**src/mbps_pkg.sv**
```systemverilog
// Package for the masked byte pattern scanner.
// Holds the register map, port field widths and the per-cell config strobe struct.
// No dependencies.
package mbps_pkg;

   // Configuration register map
   localparam int CSR_INDEX_BITS = 4;
   localparam int CSR_DATA_BITS  = 64;
   localparam int PAT_REG_COUNT  = 7;
   localparam logic [CSR_INDEX_BITS-1:0] CARE_MASK_INDEX = CSR_INDEX_BITS'(PAT_REG_COUNT);
   localparam int BYTES_PER_REG  = 8;

   // Stream field widths
   localparam int REQ_DATA_BITS  = 8;
   localparam int REQ_USER_BITS  = 2;
   localparam int RSP_DATA_BITS  = 32;
   localparam int RSP_USER_BITS  = 2;

   // tuser bit positions
   localparam int REQ_USER_REGION = 0;
   localparam int REQ_USER_SCAN   = 1;
   localparam int RSP_USER_MATCH  = 0;
   localparam int RSP_USER_FOUND  = 1;

   // Config strobes and data handed to one window cell
   typedef struct packed {
      logic       pat_we;
      logic [7:0] pat_byte;
      logic       care_we;
      logic       care_bit;
   } cell_cfg_type;

endpackage

```
**src/masked_byte_pattern_scanner.sv**
```systemverilog
// Top level of the masked byte pattern scanner.
// Shifts request bytes through a row of mbps_cell window cells; depends on mbps_pkg and mbps_cell.
//
//  channel | direction | handshake             | payload
//  --------+-----------+-----------------------+--------------------------------------
//  req_    | in        | req_tvalid/req_tready | tdata: data_byte; tuser: region, scan
//  rsp_    | out       | rsp_tvalid/rsp_tready | tdata: match_offset; tuser: match, found
//  csr_    | in        | csr_valid/csr_ready   | csr_index, csr_data (always ready)
//
// One request per cycle sustained while responses drain; every accepted request yields
// one response, from the response register behind stage one.
// Stage one is the cell row plus fill and position counters, updated on accept; the
// compare of all cells and the found latch resolve into the response register.
// Two register stages; 56 byte compares feeding one AND reduction sit between them.
// A stalled response holds stage one; a request is taken while the response drains.
// Reset is synchronous, active high; it clears counters, valids, config and the latch.
module masked_byte_pattern_scanner import mbps_pkg::*; #(
   parameter int PATTERN_LEN = 56,
   parameter int OFFSET_BITS = 32
) (
   input  logic                      clock,
   input  logic                      reset,
   // request stream
   input  logic                      req_tvalid,
   output logic                      req_tready,
   input  logic [REQ_DATA_BITS-1:0]  req_tdata,   // [7:0] data_byte
   input  logic [REQ_USER_BITS-1:0]  req_tuser,   // [0] region_start, [1] scan_start
   // response stream
   output logic                      rsp_tvalid,
   input  logic                      rsp_tready,
   output logic [RSP_DATA_BITS-1:0]  rsp_tdata,   // [31:0] match_offset
   output logic [RSP_USER_BITS-1:0]  rsp_tuser,   // [0] match, [1] found
   // configuration writes
   input  logic                      csr_valid,
   output logic                      csr_ready,
   input  logic [CSR_INDEX_BITS-1:0] csr_index,
   input  logic [CSR_DATA_BITS-1:0]  csr_data
);

   localparam int FILL_BITS = $clog2(PATTERN_LEN + 1);
   localparam logic [FILL_BITS-1:0]   FILL_FULL = FILL_BITS'(PATTERN_LEN);
   localparam logic [OFFSET_BITS-1:0] LEAD_BACK = OFFSET_BITS'(PATTERN_LEN - 1);

   logic req_fire, csr_fire, adv2, restart, window_full, window_ok;
   logic hit, found_prev;

   // stage one: cell row is held below, counters and item tags here
   logic                   s1_valid_ff, s1_valid_in;
   logic                   s1_scan_ff, s1_scan_in;
   logic [OFFSET_BITS-1:0] s1_pos_ff, s1_pos_in;
   logic [FILL_BITS-1:0]   fill_ff, fill_in;
   logic [OFFSET_BITS-1:0] region_pos_ff, region_pos_in;

   // stage two: response register and found latch
   logic                   rsp_valid_ff, rsp_valid_in;
   logic                   match_ff, match_in;
   logic                   found_ff, found_in;
   logic [OFFSET_BITS-1:0] offset_ff, offset_in;
   logic [63:0]            offset_wide;

   logic [7:0]         win   [PATTERN_LEN];
   logic [PATTERN_LEN-1:0] cell_ok;
   cell_cfg_type       cell_cfg [PATTERN_LEN];

   assign csr_ready = 1'b1;
   assign csr_fire  = csr_valid & csr_ready;

   // advance stage one into the response register when it is free or draining
   assign adv2       = s1_valid_ff & (~rsp_valid_ff | rsp_tready);
   assign req_tready = ~s1_valid_ff | adv2;
   assign req_fire   = req_tvalid & req_tready;
   assign restart    = req_tuser[REQ_USER_REGION] | req_tuser[REQ_USER_SCAN];

   // row of cells: newest byte enters at the top, oldest sits in cell zero
   for (genvar j = 0; j < PATTERN_LEN; j++) begin : g_cell
      localparam logic [CSR_INDEX_BITS-1:0] REG_IDX = CSR_INDEX_BITS'(j / BYTES_PER_REG);
      localparam int LANE = j % BYTES_PER_REG;
      logic [7:0] cell_in;

      if (j == PATTERN_LEN - 1) begin : g_head
         assign cell_in = req_tdata[7:0];
      end else begin : g_link
         assign cell_in = win[j+1];
      end

      always_comb begin
         cell_cfg[j].pat_we   = csr_fire & (csr_index == REG_IDX);
         cell_cfg[j].pat_byte = csr_data[LANE*8 +: 8];
         cell_cfg[j].care_we  = csr_fire & (csr_index == CARE_MASK_INDEX);
         cell_cfg[j].care_bit = csr_data[j];
      end

      mbps_cell u_cell (
         .clock    (clock),
         .reset    (reset),
         .shift_en (req_fire),
         .byte_in  (cell_in),
         .cfg      (cell_cfg[j]),
         .byte_out (win[j]),
         .cell_ok  (cell_ok[j])
      );
   end

   // stage one counters: a region or scan start restarts fill and position
   always_comb begin
      s1_valid_in   = req_fire | (s1_valid_ff & ~adv2);
      s1_scan_in    = s1_scan_ff;
      s1_pos_in     = s1_pos_ff;
      fill_in       = fill_ff;
      region_pos_in = region_pos_ff;
      if (req_fire) begin
         s1_scan_in = req_tuser[REQ_USER_SCAN];
         if (restart) begin
            s1_pos_in = '0;
            fill_in   = FILL_BITS'(1);
         end else begin
            s1_pos_in = region_pos_ff;
            fill_in   = (fill_ff == FILL_FULL) ? fill_ff : fill_ff + FILL_BITS'(1);
         end
         region_pos_in = s1_pos_in + OFFSET_BITS'(1);
      end
   end

   // compare of the whole window, gated by a full window of this region and the found latch
   assign window_full = (fill_ff == FILL_FULL);
   assign window_ok   = &cell_ok;
   assign found_prev  = found_ff & ~s1_scan_ff;
   assign hit         = ~found_prev & window_full & window_ok;

   always_comb begin
      rsp_valid_in = adv2 | (rsp_valid_ff & ~rsp_tready);
      match_in     = match_ff;
      found_in     = found_ff;
      offset_in    = offset_ff;
      if (adv2) begin
         match_in = hit;
         found_in = found_prev | hit;
         if (hit) begin
            // report where the signature starts, not where it ends
            offset_in = s1_pos_ff - LEAD_BACK;
         end else if (s1_scan_ff) begin
            offset_in = '0;
         end
      end
   end

   always_ff @(posedge clock) begin
      if (reset) begin
         s1_valid_ff   <= 1'b0;
         fill_ff       <= '0;
         region_pos_ff <= '0;
         rsp_valid_ff  <= 1'b0;
         found_ff      <= 1'b0;
         offset_ff     <= '0;
      end else begin
         s1_valid_ff   <= s1_valid_in;
         fill_ff       <= fill_in;
         region_pos_ff <= region_pos_in;
         rsp_valid_ff  <= rsp_valid_in;
         found_ff      <= found_in;
         offset_ff     <= offset_in;
      end
   end

   // item tags and the match flag are payload
   always_ff @(posedge clock) begin
      s1_scan_ff <= s1_scan_in;
      s1_pos_ff  <= s1_pos_in;
      match_ff   <= match_in;
   end

   assign offset_wide = 64'(offset_ff);
   assign rsp_tvalid  = rsp_valid_ff;
   assign rsp_tdata   = offset_wide[RSP_DATA_BITS-1:0];
   always_comb begin
      rsp_tuser                 = '0;
      rsp_tuser[RSP_USER_MATCH] = match_ff;
      rsp_tuser[RSP_USER_FOUND] = found_ff;
   end

endmodule

```
**src/mbps_cell.sv**
```systemverilog
// One window cell of the masked byte pattern scanner.
// Holds one window byte, its signature byte and care bit; depends on mbps_pkg.
module mbps_cell import mbps_pkg::*; (
   input  logic         clock,
   input  logic         reset,
   input  logic         shift_en,
   input  logic [7:0]   byte_in,
   input  cell_cfg_type cfg,
   output logic [7:0]   byte_out,
   output logic         cell_ok
);

   logic [7:0] win_ff, win_in;
   logic [7:0] pat_ff, pat_in;
   logic       care_ff, care_in;

   always_comb begin
      win_in  = shift_en ? byte_in : win_ff;
      pat_in  = cfg.pat_we ? cfg.pat_byte : pat_ff;
      care_in = cfg.care_we ? cfg.care_bit : care_ff;
   end

   // window byte is payload: the fill count gates any stale content
   always_ff @(posedge clock) begin
      win_ff <= win_in;
   end

   always_ff @(posedge clock) begin
      if (reset) begin
         pat_ff  <= '0;
         care_ff <= 1'b0;
      end else begin
         pat_ff  <= pat_in;
         care_ff <= care_in;
      end
   end

   assign byte_out = win_ff;
   assign cell_ok  = ~care_ff | (win_ff == pat_ff);

endmodule

```
**config.mk**
```make
export PLATFORM = sky130hd
export DESIGN_NAME = masked_byte_pattern_scanner
export DESIGN_NICKNAME = d
export VERILOG_FILES = /design/src/mbps_pkg.sv /design/src/masked_byte_pattern_scanner.sv /design/src/mbps_cell.sv
export SDC_FILE = /design/constraint.sdc
export NUM_CORES = 2
export LEC_CHECK = 0
export BUFFER_PORTS_ARGS = -buffer_cell sky130_fd_sc_hd__buf_2
export CAP_MARGIN = 15
export CORE_MARGIN = 2
export CORE_UTILIZATION = 31
export CTS_CLUSTER_DIAMETER = 150
export DETAILED_ROUTE_END_ITERATION = 8
export SLEW_MARGIN = 20
export SYNTH_ARGS = -nofsm -noshare
export SYNTH_HDL_FRONTEND = slang
export SYNTH_SLANG_ARGS = --single-unit
```
**constraint.sdc**
```tcl
create_clock -name clock -period 17.8 [get_ports clock]
set_clock_uncertainty 0.2 [all_clocks]
set_input_delay 0.89 -clock clock [delete_from_list [all_inputs] [get_ports clock]]
set_output_delay 0.89 -clock clock [all_outputs]
set_load 0.05 [all_outputs]
```
* Yosys cells after proc, flatten, opt, wreduce, memory -nomap -nowiden
Index checks and enable logic that the tools add are counted.
Storage, ports and cells: logic and storage cells 395, bits in latches 0, bits of input ports 83, flip-flop bits (word level) 1059, memories 0, output and inout bits 37, bits in writable memories 0, bits in read-only memories 0
Cells by class: reductions and logical operators 5, divide/modulo/power cells 0, bitwise operators 139, equal/unequal tests 65, order comparisons 0, add/sub/neg operators 3, mux-type cells 6, shift-type cells 0, multiply operators 0
Operator list (count):
- 8-bit == test | 56
- 32-bit two-way mux | 4
- 1-bit inverter | 62
- 1-bit OR | 62
- 56-bit AND reduction | 1
- 32-bit by 1-bit adder with 32-bit output, second input constant | 1
- 32-bit by 6-bit subtractor with 32-bit output, second input constant | 1
- 4-bit by 3-bit == test with 1-bit output, second input constant | 4
- 1-bit AND | 15
- 6-bit two-way mux | 2
- 4-bit by 2-bit == test with 1-bit output, second input constant | 2
- 6-bit by 1-bit adder with 6-bit output, second input constant | 1
- 6-bit == test, second input constant | 1
- 4-bit by 1-bit == test with 1-bit output, second input constant | 1
- 4-bit zero test | 1
- 2-bit AND reduction | 2
- 2-bit inequality test, second input constant | 1
- 2-bit nonzero test | 1

* Logic depth before layout (Yosys ltp)
word-level depth 7, depth in mapped cells 12, gate-level depth less buffers 10

* Cells and area by module
A second synthesis with hierarchy kept.
Second synthesis, totals: cells, all modules 3290, area total of the unflattened synthesis 41523.6 um^2
Modules (own cells, without submodules):
- mbps_cell | area each 648.1 um^2, seq. area each 420.4 um^2, times used 56, cells each 48
- masked_byte_pattern_scanner | area each 5228.8 um^2, seq. area each 2482.4 um^2, times used 1, cells each 602

* Least setup slack after synthesis
Ideal clock, no wire load.
path type input to register, from in rsp_tready, to reg region_pos_ff[21], arrival time 14777 ps, path buffers 1, data required time 17472 ps, cell stages on the path 8, slack 2695 ps, setup time 128 ps, cells stage by stage nand3b_1 -> nand2_1 -> clkinv_1 -> nand2_1 -> clkbuf_1 -> nand2_1 -> xnor2_1 -> nor2_1
Between the ends: longest elaborated chain between the ends 4
RTL lines:
- start, declared | RTL line masked_byte_pattern_scanner.sv:30 | input logic rsp_tready,
- 1-bit OR | RTL line masked_byte_pattern_scanner.sv:69 | assign adv2 = s1_valid_ff & (~rsp_valid_ff | rsp_tready);
- 1-bit AND | RTL line masked_byte_pattern_scanner.sv:69
- 1-bit OR | RTL line masked_byte_pattern_scanner.sv:70 | assign req_tready = ~s1_valid_ff | adv2;
- 1-bit AND | RTL line masked_byte_pattern_scanner.sv:71 | assign req_fire = req_tvalid & req_tready;
- named net g_cell[0].u_cell.shift_en | RTL line mbps_cell.sv:6 | input logic shift_en,
- end signal, assigned | RTL line masked_byte_pattern_scanner.sv:158 | region_pos_ff <= region_pos_in;
- end, declared | RTL line masked_byte_pattern_scanner.sv:52 | logic [OFFSET_BITS-1:0] region_pos_ff, region_pos_in;
The timed path passes the listed nets, and every way through them passes these cells. A chain may end at the register's enable or synchronous reset.

* Worst setup path in the final report
from in reset, to reg g_cell[12].u_cell.pat_ff[3]
RTL lines:
- start, declared | RTL line masked_byte_pattern_scanner.sv:22 | input logic reset,
- end signal, assigned | RTL line mbps_cell.sv:33 | pat_ff <= pat_in;
- end, declared | RTL line mbps_cell.sv:14 | logic [7:0] pat_ff, pat_in;
No word-level cell between the ends.

==> flow_summary_export.csv <==
group,metric,value,unit
outcome,status,"completed",
synthesis,synth_cells,3862,
hold_path,hold_class,"in -> reg",
route,finalWirelength,122000,um
setup_path,slowest_stage,"buf_4",
pwr,p_per_area,112,nW/um2
place,io_buffers,118,
synthesis,synth_async_sr_flop_share,0,%
setup_path,end_kind,"flip-flop",
global_routing,grt_pass1_vias,26500,
pwr,ir_drop,0.0000728,V
floorplanning,coreArea,131000,um2
synthesis,yosysSeqAreaShare,63.4,%
cells_and_area,syn2layout_area_growth,13.5,%
cts,insertion_delay,0.73,ns
global_routing,grt_usage,17.7,%
setup_path,reg2reg_depth,5,
setup_path,cp_slowest_stage_delay,0.93,ns
setup_path,path_max_fanout,187,
pwr,power.total,5.22,mW
timing,finalSetupViolCount,0,
hold_path,hold_start,"req_tdata[3]",
setup_path,r2r_end,"g_cell[46].u_cell.byte_out[3]",
floorplanning,die-width,368,um
cts,cts_sinks,1059,
global_routing,antenna_found_initial,15,
cts,cts_tree,"built",
timing,worst_slack,13.11,ns
setup_path,crit_type,"in -> reg",
global_routing,grt_max_degree,188,
timing,rsz0062_at_grt,"no",
cts,ctsLongestPathBuffers,3,
synthesis,synth-edff-count,482,
cells_and_area,final_area,46600,um2
cts,cts_root_buf,"clkbuf_16",
timing,tightest_slew,1.23,ns
setup_path,critPathArrivalTime,5.02,ns
cts,cts_resized,0,
hold_path,whs_path_depth,1,
timing,final_hold_viol_count,0,
cells_and_area,final_nets,3960,
flow_run,maxCapViolCount,0,
cts,cts_buffers,105,
timing,setup_tns,0,ns
route,wl_per_cell,21.3,um
setup_path,critPathMostFrequentCell,"buf_4",
timing,fmax,213,MHz
route,drcViolationCount,0,
cells_and_area,final_cell_mix,"nand2_1, dfxtp_1, a21oi_1",
cells_and_area,fin_util,35.4,%
synthesis,ys.flop_type,"dfxtp_1",
route,avgViaCountPerCell,4.87,
synthesis,synth_area,41000,um2
hold_path,min_delay_worst_endpoint,"g_cell[55].u_cell.byte_out[3]",
route,dr_total_vias,27800,
synthesis,ys_ff_latch,1059,
timing,finalCritPeriodShare,26.4,%
setup_path,crit_chain,"buf_8, buf_12, buf_4, buf_4, buf_4, a21oi_1",
synthesis,syn-num-nets,3949,
floorplanning,io_pins,120,
setup_path,required,18.13,ns
cts,ctsHoldBuffers,0,
setup_path,start_kind,"input port",
place,post-place-ws,12.52,ns
place,hpwlAfterDp,75300,um
synthesis,yosysWarnings,0,
synthesis,synth_area_per_cell,10.6,um2
cts,clk_pin_slew,0.06,ns
global_routing,grt_overflow_total,0,
place,globalplace.congestion,0.862,
cts,cts_setup_buffers,0,
setup_path,r2r_slack,13.94,ns
cells_and_area,drive_gt1_share,8.50,%
floorplanning,die_y,368,um
global_routing,grt_pass1_wl,177000,um
timing,period_needed,4.69,ns
timing,finalMaxSlewViolations,0,
cells_and_area,layout_commonest_cell,"nand2_1",
floorplanning,dieArea,135000,um2
synthesis,ys_types,49,
route,initialDrtViolationCount,2654,
pwr,p_leak,14.5,nW
floorplanning,num_rows,133,
route,ant_nets,0,
timing,slew-limit-headroom,17.8,%
place,place_area,43000,um2
route,dr.pass1.iters,6,
cts,h-tree-depth,3,
floorplanning,initial_utilization,31.2,%
setup_path,rr_startpoint,"s1_valid_ff",
[power breakdown]
part	switching (mW)	leakage, nW	total [mW]	internal, mW
Clock	0.966	1.72	2.27	1.30
Sequential	0.0661	9.38	2.70	2.64
Combinational	0.176	3.43	0.251	0.0745
Total	1.21	14.5	5.22	4.01
[synth_stat cells (6+ instances only)]
| cell type | n | area share, % |
|---|---|---|
| a21oi_1 | 515 | 6.3 |
| and2_1 | 33 | 0.50 |
| and3_1 | 10 | 0.15 |
| buf_1 | 7 | 0.064 |
| buf_4 | 60 | 1.1 |
| clkbuf_1 | 174 | 1.6 |
| dfxtp_1 | 577 | 28 |
| edfxtp_1 | 482 | 35 |
| inv_1 | 12 | 0.11 |
| nand2_1 | 1065 | 9.7 |
| nand3_1 | 17 | 0.21 |
| nand3b_1 | 39 | 0.71 |
| nand4_1 | 142 | 2.2 |
| nor2_1 | 52 | 0.48 |
| nor3_1 | 20 | 0.24 |
| nor3b_1 | 6 | 0.11 |
| nor4_1 | 9 | 0.14 |
| o21ai_0 | 87 | 1.1 |
| xnor2_1 | 485 | 10 |
| xor2_1 | 20 | 0.43 |
[through the flow]
step	hold slack [ns]	std cells
2_1_floorplan	0.233	3862
3_3_place_gp	0.239	5519
3_5_place_dp	0.245	5519
4_1_cts	0.0814	5719
5_1_grt	0.111	5721
6_report	0.141	5722
[flip-flops by register name (all words and copies together), names as in the netlist]
register and cells:
found_ff 1, s1_valid_ff 1, g_cell.u_cell.care_ff 56, rsp_tdata 32, region_pos_ff 32, rsp_tvalid 1
match_ff 1, g_cell.u_cell.pat_ff 448, g_cell.u_cell.byte_out 448, s1_pos_ff 32, fill_ff 6, s1_scan_ff 1
[cells by family (layout without fill, tap and decap cells)]
family                   after synthesis  count (layout)  share of synthesized area, %
XOR/XNOR                             505             505                          10.8
multiplexers                           1               1                        0.0244
buffers and inverters                257             361                          2.92
AND/OR/NAND/NOR                     1423            1423                          15.2
other                                  1               2                       0.00914
flip-flops                          1059            1059                          63.4
adder cells (fa/ha/maj)                4               4                         0.122
AO/OA/AOI/OAI                        612             612                          7.52
[how the worst max path moves through the flow]
stage	end	cells after the start	from
final	g_cell[12].u_cell.pat_ff[3]	6	reset
after global routing	g_cell[11].u_cell.pat_ff[5]	6	reset
after CTS	g_cell[12].u_cell.pat_ff[3]	6	reset
after detailed placement	g_cell[31].u_cell.care_ff	6	reset
after global placement	g_cell[34].u_cell.pat_ff[5]	6	reset
after floorplan	region_pos_ff[21]	8	rsp_tready
[cell type report]
class                   count  area, um2
diodes                      1       2.50
well taps                1755       2200
multi-input cells        2546      13900
repair buffers            148        866
flip-flops and latches   1059      26000
inverters                  13       56.3
fillers                 13100      84900
clock buffers             152       2980
clock inverters            48        591
[layer usage]
| layer | global-route usage, % | up-vias | wire length, um |
|---|---|---|---|
| met5 | 0 | - | 13 |
| met4 | 6.37 | 2 | 4040 |
| met3 | 3.34 | 188 | 8890 |
| met2 | 29.2 | 884 | 58200 |
| met1 | 23.0 | 13700 | 50900 |
| li1 | - | 13100 | - |
[critical path: cells and delay by family]
| kind | cells | cell delay, ns |
|---|---|---|
| buf+inv | 5 | 3.49 |
| compound gates | 1 | 0.10 |
No activity file was read; power rests on OpenSTA's default activity.
